## config.mk

```make
export PLATFORM = sky130hd
export DESIGN_NAME = dns_query_responder_unit_flat
export DESIGN_NICKNAME = d
export VERILOG_FILES = /design/src/hw/rtl/dqr_pkg.sv /design/src/hw/rtl/dqr_in_if.sv /design/src/hw/rtl/dqr_out_if.sv /design/src/hw/rtl/dqr_cfg_if.sv /design/src/hw/rtl/dqr_parser.sv /design/src/hw/rtl/dqr_emitter.sv /design/src/hw/rtl/dns_query_responder_unit.sv /design/src/flat_wrapper.sv
export SDC_FILE = /design/constraint.sdc
export NUM_CORES = 1
export LEC_CHECK = 0
export BUFFER_PORTS_ARGS = -buffer_cell sky130_fd_sc_hd__buf_2
export CAP_MARGIN = 20
export CORE_MARGIN = 2
export CORE_UTILIZATION = 41
export CTS_CLUSTER_DIAMETER = 30
export CTS_CLUSTER_SIZE = 10
export DETAILED_ROUTE_END_ITERATION = 10
export SLEW_MARGIN = 15
export SYNTH_ARGS = -nofsm -noshare
export SYNTH_HDL_FRONTEND = slang
export SYNTH_HIERARCHICAL = 1
export SYNTH_SLANG_ARGS = --single-unit
```

## constraint.sdc

```tcl
create_clock -name clk -period 7.8 [get_ports clk]
set_clock_uncertainty 0.1 [all_clocks]
set_input_delay 1.56 -clock clk [delete_from_list [all_inputs] [get_ports clk]]
set_output_delay 1.56 -clock clk [all_outputs]
set_load 0.01 [all_outputs]
```

## src/hw/rtl/dqr_pkg.sv

```systemverilog
`timescale 1ns / 1ps

package dqr_pkg;

  // Size limit of a reply frame in bytes
  localparam int DEF_MAX_FRAME = 512;

  // Configuration register indexes
  localparam int CFG_IDX_W = 1;
  localparam logic [CFG_IDX_W-1:0] CFG_ANSWER_ADDRESS = 1'b0;
  localparam logic [CFG_IDX_W-1:0] CFG_ANSWER_TTL     = 1'b1;

  localparam logic [31:0] ADDRESS_RESET = 32'hC0A8_0401;
  localparam logic [31:0] TTL_RESET     = 32'd60;

  // Fixed reply header and answer bytes
  localparam logic [7:0] FLAGS_HI    = 8'h81;
  localparam logic [7:0] FLAGS_LO    = 8'h80;
  localparam logic [7:0] NAME_PTR_HI = 8'hC0;
  localparam logic [7:0] NAME_PTR_LO = 8'h0C;

  localparam int HEADER_LEN  = 12;
  localparam int ANSWER_LEN  = 16;
  localparam int TRAILER_LEN = 4;

  // One reply byte handed from the parser to the output stage
  typedef struct packed {
    logic [7:0] data;
    logic       last;
    logic       drop;
    logic       answer;  // follow this byte with the answer record
  } dqr_job_t;

  // Reply header byte at header offset p for received byte b
  function automatic logic [7:0] header_byte(input logic [3:0] p, input logic [7:0] b);
    logic [7:0] r;
    case (p)
      4'd0, 4'd1: r = b;
      4'd2:       r = FLAGS_HI;
      4'd3:       r = FLAGS_LO;
      4'd5, 4'd7: r = 8'h01;
      default:    r = 8'h00;
    endcase
    return r;
  endfunction

  // Answer record byte idx (1 to ANSWER_LEN)
  function automatic logic [7:0] answer_byte(input logic [4:0] idx, input logic [31:0] ttl,
                                             input logic [31:0] addr);
    logic [7:0] r;
    case (idx)
      5'd1:    r = NAME_PTR_HI;
      5'd2:    r = NAME_PTR_LO;
      5'd4:    r = 8'h01;
      5'd6:    r = 8'h01;
      5'd7:    r = ttl[31:24];
      5'd8:    r = ttl[23:16];
      5'd9:    r = ttl[15:8];
      5'd10:   r = ttl[7:0];
      5'd12:   r = 8'h04;
      5'd13:   r = addr[31:24];
      5'd14:   r = addr[23:16];
      5'd15:   r = addr[15:8];
      5'd16:   r = addr[7:0];
      default: r = 8'h00;
    endcase
    return r;
  endfunction

endpackage

```

## src/hw/rtl/dqr_in_if.sv

```systemverilog
`timescale 1ns / 1ps

interface dqr_in_if;
  logic       valid;
  logic       ready;
  logic [7:0] in_byte;
  logic       in_last;

  modport source (output valid, output in_byte, output in_last, input ready);
  modport sink (input valid, input in_byte, input in_last, output ready);
endinterface

```

## src/hw/rtl/dqr_out_if.sv

```systemverilog
`timescale 1ns / 1ps

interface dqr_out_if;
  logic       valid;
  logic       ready;
  logic [7:0] out_byte;
  logic       out_last;
  logic       out_drop;

  modport source (output valid, output out_byte, output out_last, output out_drop,
                  input ready);
  modport sink (input valid, input out_byte, input out_last, input out_drop,
                output ready);
endinterface

```

## src/hw/rtl/dqr_cfg_if.sv

```systemverilog
`timescale 1ns / 1ps

interface dqr_cfg_if import dqr_pkg::*; ();
  logic                 valid;
  logic                 ready;
  logic [CFG_IDX_W-1:0] index;
  logic [31:0]          data;

  modport source (output valid, output index, output data, input ready);
  modport sink (input valid, input index, input data, output ready);
endinterface

```

## src/hw/rtl/dqr_parser.sv

```systemverilog
`timescale 1ns / 1ps

module dqr_parser import dqr_pkg::*; #(
  parameter int MAX_FRAME = DEF_MAX_FRAME
) (
  input  logic       clk,
  input  logic       rst,
  input  logic       in_valid,
  output logic       in_ready,
  input  logic [7:0] in_byte,
  input  logic       in_last,
  output logic       job_valid,
  input  logic       job_ready,
  output dqr_job_t   job
);

  // Wide enough for a label target beyond the frame limit
  localparam int PosW = $clog2(MAX_FRAME + 257);
  localparam logic [PosW-1:0] LimitPos   = PosW'(MAX_FRAME - 17);
  localparam logic [PosW-1:0] HeaderEnd  = PosW'(HEADER_LEN - 1);
  localparam logic [PosW-1:0] NameStart  = PosW'(HEADER_LEN);

  localparam logic [1:0] PH_HEADER = 2'd0;
  localparam logic [1:0] PH_NAME   = 2'd1;
  localparam logic [1:0] PH_TYPE   = 2'd2;

  logic            hold_valid;
  logic [7:0]      hold_byte;
  logic            hold_last;

  logic [PosW-1:0] pos, pos_next;
  logic [PosW-1:0] label_pos, label_pos_next;
  logic [1:0]      phase, phase_next;
  logic [2:0]      trail, trail_next;
  logic            finished, finished_next;

  logic            advance;
  logic [7:0]      rb;
  logic            complete;
  logic            drop;

  assign advance  = hold_valid && (finished || job_ready);
  assign in_ready = !hold_valid || advance;

  always_ff @(posedge clk) begin
    if (rst) begin
      hold_valid <= 1'b0;
    end else if (in_ready) begin
      hold_valid <= in_valid;
    end
  end

  always_ff @(posedge clk) begin
    if (in_ready && in_valid) begin
      hold_byte <= in_byte;
      hold_last <= in_last;
    end
  end

  always_comb begin
    rb             = hold_byte;
    complete       = 1'b0;
    pos_next       = pos + PosW'(1);
    label_pos_next = label_pos;
    phase_next     = phase;
    trail_next     = trail;
    finished_next  = finished;

    case (phase)
      PH_HEADER: begin
        rb = header_byte(pos[3:0], hold_byte);
        if (pos >= HeaderEnd) begin
          phase_next = PH_NAME;
        end
      end
      PH_NAME: begin
        if (pos == label_pos) begin
          if (hold_byte == 8'h00) begin
            phase_next = PH_TYPE;
            trail_next = 3'd0;
          end else begin
            label_pos_next = pos + PosW'(hold_byte) + PosW'(1);
          end
        end
      end
      PH_TYPE: begin
        trail_next = trail + 3'd1;
        complete   = (trail_next >= 3'(TRAILER_LEN));
      end
      default: begin
        rb = hold_byte;
      end
    endcase

    drop = (pos > LimitPos) || (hold_last && !complete);

    if (drop || complete) begin
      finished_next = 1'b1;
    end

    // A frame already answered or dropped only waits for its last byte
    if (finished) begin
      pos_next       = pos;
      label_pos_next = label_pos;
      phase_next     = phase;
      trail_next     = trail;
    end

    if (hold_last) begin
      pos_next       = '0;
      label_pos_next = NameStart;
      phase_next     = PH_HEADER;
      trail_next     = 3'd0;
      finished_next  = 1'b0;
    end
  end

  always_ff @(posedge clk) begin
    if (rst) begin
      pos       <= '0;
      label_pos <= NameStart;
      phase     <= PH_HEADER;
      trail     <= 3'd0;
      finished  <= 1'b0;
    end else if (advance) begin
      pos       <= pos_next;
      label_pos <= label_pos_next;
      phase     <= phase_next;
      trail     <= trail_next;
      finished  <= finished_next;
    end
  end

  assign job_valid  = advance && !finished;
  assign job.data   = rb;
  assign job.last   = drop;
  assign job.drop   = drop;
  assign job.answer = complete && !drop;

endmodule

```

## src/hw/rtl/dqr_emitter.sv

```systemverilog
`timescale 1ns / 1ps

module dqr_emitter import dqr_pkg::*; (
  input  logic        clk,
  input  logic        rst,
  input  logic        job_valid,
  output logic        job_ready,
  input  dqr_job_t    job,
  input  logic [31:0] answer_ttl,
  input  logic [31:0] answer_address,
  output logic        out_valid,
  input  logic        out_ready,
  output logic [7:0]  out_byte,
  output logic        out_last,
  output logic        out_drop
);

  localparam logic [4:0] AnsLast = 5'(ANSWER_LEN);

  // Index of the next answer byte to load, zero when no burst is pending
  logic [4:0] ans_idx;
  logic       take;

  assign take      = out_valid && out_ready;
  assign job_ready = !out_valid || (out_ready && ans_idx == 5'd0);

  always_ff @(posedge clk) begin
    if (rst) begin
      out_valid <= 1'b0;
      ans_idx   <= 5'd0;
    end else if (job_valid) begin
      out_valid <= 1'b1;
      ans_idx   <= job.answer ? 5'd1 : 5'd0;
    end else if (take) begin
      if (ans_idx != 5'd0) begin
        ans_idx <= (ans_idx == AnsLast) ? 5'd0 : ans_idx + 5'd1;
      end else begin
        out_valid <= 1'b0;
      end
    end
  end

  always_ff @(posedge clk) begin
    if (job_valid) begin
      out_byte <= job.data;
      out_last <= job.last;
      out_drop <= job.drop;
    end else if (take && ans_idx != 5'd0) begin
      out_byte <= answer_byte(ans_idx, answer_ttl, answer_address);
      out_last <= (ans_idx == AnsLast);
      out_drop <= 1'b0;
    end
  end

endmodule

```

## src/hw/rtl/dns_query_responder_unit.sv

```systemverilog
`timescale 1ns / 1ps

// Captive-portal DNS responder: turns a received query into a reply, byte by byte.
// query: one query byte per transfer, in_last on the final byte of the datagram.
// reply: one reply byte per transfer; out_last closes the reply frame, and
//   out_drop on that last byte tells the receiver to discard the whole frame.
// cfg:   register writes (answer_address, answer_ttl), always ready; write only
//   while no query byte is in flight.
// Each query byte passes through the input holding register, then the result
//   register, before it leaves as a reply byte.
// Throughput: one byte per cycle while the reply side takes them. The byte that
//   completes the question is followed by the 16-byte answer record from the
//   result register, and the next frame's query bytes wait until it is sent;
//   later bytes of the frame are absorbed at one per cycle without results.
// Reset clears the frame state, empties both registers and loads the default
//   address and TTL. A stalled reply side holds the result register; the
//   holding register still takes one more query byte before query.ready drops.
module dns_query_responder_unit import dqr_pkg::*; #(
  parameter int MAX_FRAME = DEF_MAX_FRAME
) (
  input logic       clk,
  input logic       rst,
  dqr_in_if.sink    query,
  dqr_out_if.source reply,
  dqr_cfg_if.sink   cfg
);

  logic [31:0] answer_address;
  logic [31:0] answer_ttl;

  dqr_job_t job;
  logic     job_valid;
  logic     job_ready;

  // Configuration registers; writes land at once
  assign cfg.ready = 1'b1;

  always_ff @(posedge clk) begin
    if (rst) begin
      answer_address <= ADDRESS_RESET;
      answer_ttl     <= TTL_RESET;
    end else if (cfg.valid) begin
      case (cfg.index)
        CFG_ANSWER_ADDRESS: answer_address <= cfg.data;
        CFG_ANSWER_TTL:     answer_ttl     <= cfg.data;
        default:            answer_ttl     <= answer_ttl;
      endcase
    end
  end

  // Walk the header and question, rewrite header bytes, flag drops
  dqr_parser #(
    .MAX_FRAME (MAX_FRAME)
  ) u_parser (
    .clk       (clk),
    .rst       (rst),
    .in_valid  (query.valid),
    .in_ready  (query.ready),
    .in_byte   (query.in_byte),
    .in_last   (query.in_last),
    .job_valid (job_valid),
    .job_ready (job_ready),
    .job       (job)
  );

  // Hold the result byte and play out the answer record after the question
  dqr_emitter u_emitter (
    .clk            (clk),
    .rst            (rst),
    .job_valid      (job_valid),
    .job_ready      (job_ready),
    .job            (job),
    .answer_ttl     (answer_ttl),
    .answer_address (answer_address),
    .out_valid      (reply.valid),
    .out_ready      (reply.ready),
    .out_byte       (reply.out_byte),
    .out_last       (reply.out_last),
    .out_drop       (reply.out_drop)
  );

endmodule
```

## src/flat_wrapper.sv

```systemverilog
// flat-port wrapper written by rule: the top's interface ports become plain ports
module dns_query_responder_unit_flat import dqr_pkg::*;
#(
  parameter int MAX_FRAME = DEF_MAX_FRAME
)
  (clk, rst, query_valid, query_in_byte, query_in_last, query_ready, reply_valid, reply_out_byte, reply_out_last, reply_out_drop, reply_ready, cfg_valid, cfg_index, cfg_data, cfg_ready);
  dqr_in_if query_i ();
  dqr_out_if reply_i ();
  dqr_cfg_if cfg_i ();
  input logic clk;
  input logic rst;
  input wire logic [$bits(query_i.valid)-1:0] query_valid;
  input wire logic [$bits(query_i.in_byte)-1:0] query_in_byte;
  input wire logic [$bits(query_i.in_last)-1:0] query_in_last;
  output wire logic [$bits(query_i.ready)-1:0] query_ready;
  output wire logic [$bits(reply_i.valid)-1:0] reply_valid;
  output wire logic [$bits(reply_i.out_byte)-1:0] reply_out_byte;
  output wire logic [$bits(reply_i.out_last)-1:0] reply_out_last;
  output wire logic [$bits(reply_i.out_drop)-1:0] reply_out_drop;
  input wire logic [$bits(reply_i.ready)-1:0] reply_ready;
  input wire logic [$bits(cfg_i.valid)-1:0] cfg_valid;
  input wire logic [$bits(cfg_i.index)-1:0] cfg_index;
  input wire logic [$bits(cfg_i.data)-1:0] cfg_data;
  output wire logic [$bits(cfg_i.ready)-1:0] cfg_ready;
  assign query_i.valid = query_valid;
  assign query_i.in_byte = query_in_byte;
  assign query_i.in_last = query_in_last;
  assign query_ready = query_i.ready;
  assign reply_valid = reply_i.valid;
  assign reply_out_byte = reply_i.out_byte;
  assign reply_out_last = reply_i.out_last;
  assign reply_out_drop = reply_i.out_drop;
  assign reply_i.ready = reply_ready;
  assign cfg_i.valid = cfg_valid;
  assign cfg_i.index = cfg_index;
  assign cfg_i.data = cfg_data;
  assign cfg_ready = cfg_i.ready;
  dns_query_responder_unit #(.MAX_FRAME(MAX_FRAME)) u_core (.clk(clk), .rst(rst), .query(query_i), .reply(reply_i), .cfg(cfg_i));
endmodule
```

==> impl_metrics.tcl <==
set metrics [dict create \
    place.gp.congestion 0.861 \
    wl_per_cell_microns 17.2 \
    synth-edff-count 19 \
    rows 45 \
    drive_above_1_share_pct 14.1 \
    route.vias.total 5016 \
    multi_input_area_sq_um 3440 \
    drv_slew 0 \
    fillers 1439 \
    diodes 0 \
    synth_fp_nets 732 \
    cts_setup_buffers 0 \
    pwr-share-comb_pct 8.2 \
    grt_pass1_vias 5002 \
    cts_resized 0 \
    start_util_pct 41.6 \
    p_seq_share_pct 42.6 \
    synth-main-ff-cell "dfxtp_1" \
    met2_length_microns 6610 \
    critPathArrivalTime_ps 2380 \
    die_area_sq_um 16300 \
    synthArstFlopShare_pct 0 \
    dr.max_layer_used "met4" \
    grt_max_degree 116 \
    rsz0062_at_grt "false" \
    leakage_nw 2.88 \
    power_density_nw_per_um2 215 \
    drt-total-wl_microns 15500 \
    seq_area_frac_synth_pct 40.1 \
    swShare_pct 22.5 \
    synthAdderAreaFrac_pct 3.91 \
    register_area_sq_um 2510 \
    antenna_found_initial 0 \
    dieHeight_microns 128 \
    remaining_drc_errors 0 \
    hold_viol 0 \
    insertion_delay_ps 420 \
    hp-class "reg -> reg" \
    maxSlewHeadroom_pct 36.3 \
    first_pass_iters 7 \
    postRouteAntennaNets 0 \
    synth_area_sq_um 6270 \
    num-nets-final 771 \
    root_buffer "clkbuf_16" \
    peakVddDrop_uv 151 \
    core_area_sq_um 15100 \
    fin_crit_sh_pct 51.8 \
    start_kind "input port" \
    ys_warn_count 6 \
    grt_use_total_pct 20.4 \
    clk_pin_slew_ps 50 \
    final_cell_count_no_fill 904 \
    cp.required_ps 6140 \
    grt_pass1_wl_microns 26000 \
    overflow 0 \
    route.met3.wl_microns 914 \
    avgViaCountPerCell 5.55 \
    num_io_pins 60 \
    switching_power_mw 0.345 \
    cts_tree "yes" \
    power.total_mw 1.53 \
    cts_max_level 4 \
    cts-hold-fix-buffers 0 \
    setup_viol 0 \
    detailed_place_hpwl_microns 11000 \
    avgSynthCellArea_sq_um 9.42 \
    synth_compound_area_share_pct 13.7 \
    wl_met1_microns 7630 \
    power.internal_mw 1.19 \
    setup_tns_ps 0 \
    cts_sinks 116 \
    syn2layout_area_growth_pct 13.8 \
    placed_cell_area_sq_um 6540 \
    path_max_fanout 6 \
    synth.distinct_cells 65 \
    die_x_microns 128 \
    final_area_sq_um 7140 \
    placedCellCount 873 \
    synth-simple-area-share_pct 23.8 \
    io_buffers 58 \
    clkPwrFrac_pct 49.2 \
    cap_violations 0 \
    max_slew.worst_pin.slew_ps 956 \
    crit_path_end_kind "primary output" \
    synthMuxAreaShare_pct 9.74 \
    synth_cells 666 \
    fmax_mhz 247 \
    path_class "in -> out" \
    drt_iter0_drc 328 \
    synth_top_family_by_area "simple AND/OR/NAND/NOR gates" \
    finalCriticalPeriod_ps 4040 \
    outcome "finished, final reports clean" \
    cts_made_buffers 17 \
    synth_seq_cells 116 \
    clockBufferDepth 2 \
    synth_xor_area_share_pct 3.63 \
]
synthesized netlist by cell type (all sizes together), types with 3 or more instances:
library cell	n	area share, %
o31ai	3	0.36
nor3	17	1.4
a21oi	26	2.1
a21bo	7	1.1
xnor2	11	1.5
a22oi	10	1.2
a211oi	4	0.76
o21ai	27	2.2
clkbuf	13	0.78
nand4	6	0.60
nand4bb	4	0.72
or3	4	0.40
and3	10	1.0
o22ai	4	0.40
ha	18	3.6
buf	29	3.7
dfxtp	97	31
a221oi	4	0.56
nand2	41	2.5
nand3	13	1.0
inv	11	0.66
edfxtp	19	9.1
a22o	12	1.7
nor2b	15	1.7
a31oi	3	0.30
a211o	4	0.56
nand2b	73	7.3
nor3b	5	0.78
xor2	15	2.1
mux2i	61	9.7
a21o	5	0.60
and2	11	1.1
nor2	53	3.3
nor4	4	0.40
power by group through the flow:
stage | clock [mW] | sequential [mW] | combinational (mW)
5_1_grt | 0.793 | 0.656 | 0.140
4_1_cts | 0.768 | 0.653 | 0.124
3_3_place_gp | 0 | 0.665 | 0.120
6_report | 0.754 | 0.653 | 0.125
3_5_place_dp | 0 | 0.665 | 0.124
2_1_floorplan | 0 | 0.659 | 0.0916
placed cells by master (no fill, tap or decap), types with 5 or more instances in the layout:
cell type / synthesis / final
a21bo_1: 7 / 7
a21o_1: 5 / 5
a21oi_1: 25 / 25
a22o_1: 12 / 12
a22oi_1: 10 / 10
and2_1: 11 / 11
and3_1: 10 / 10
buf_2: 12 / 58
clkbuf_16: 0 / 17
dfxtp_1: 97 / 97
edfxtp_1: 19 / 19
ha_1: 18 / 18
inv_1: 11 / 11
mux2i_1: 61 / 61
nand2_1: 40 / 40
nand2b_1: 73 / 73
nand3_1: 13 / 13
nand4_1: 6 / 6
nor2_1: 52 / 52
nor2b_1: 13 / 13
nor3_1: 17 / 17
o21ai_0: 23 / 23
xnor2_1: 11 / 11
xor2_1: 15 / 15
kinds of logic (layout without fill, tap and decap cells):
kind of cell / Yosys count / in the layout
other: 1 / 1
muxes: 61 / 61
DFF: 116 / 116
adders and majority gates: 19 / 19
xor gates and xnor gates: 26 / 26
buffers and inverters: 53 / 103
and+or+nand+nor: 267 / 267
AOI/OAI and AO/OA: 123 / 123
sequential cells by signal, indices dropped and copies added, names as in the netlist, 2 cells and up:
| signal | count |
|---|---|
| u_core/u_emitter/ans_idx | 5 |
| u_core/u_parser/phase | 2 |
| u_core/answer_address | 32 |
| u_core/u_emitter/out_byte | 8 |
| u_core/u_parser/pos | 10 |
| u_core/u_parser/label_pos | 10 |
| u_core/u_parser/hold_byte | 8 |
| u_core/answer_ttl | 32 |
| u_core/u_parser/trail | 3 |
worst paths after layout:
path                                    start  slack [ps]                            to  cells after the start
setup / recovery                  reply_ready        3760                   query_ready                      7
hold / removal           u_core/answer_ttl[3]         360          u_core/answer_ttl[3]                      1
setup reg to reg  u_core/u_emitter/ans_idx[0]        4320  u_core/u_parser/label_pos[3]                     10
hold reg to reg          u_core/answer_ttl[3]         360          u_core/answer_ttl[3]                      1
cell type report:
type	instances	area share (%)
clock inverters	5	1.05
repair buffers	62	4.77
flip-flops and latches	116	35.2
clock buffers	25	6.94
inverters	11	0.578
well taps	188	3.29
multi-input cells	497	48.2
stage by stage:
stage          util (%)  hold slack (ps)  worst slack (ps)
5_1_grt            47.3              391              3610
3_5_place_dp       43.3              353              3740
2_1_floorplan         -              335              4070
6_report           47.3              363              3760
4_1_cts            47.1              364              3760
3_3_place_gp       43.3              346              3790
worst max-delay path, cell delays in order:
cell and delay [ps]:
buf_2 120, nand3_1 90, nand2_1 140, nor2_1 140
and2_1 160, inv_1 50, buf_2 130
layer usage:
metal,GRT usage (%),up-vias
met5,0,-
met4,8.02,0
met3,5.43,31
met2,30.3,164
met1,28.2,2374
li1,-,2447
Power figures use the tool's default switching activity.
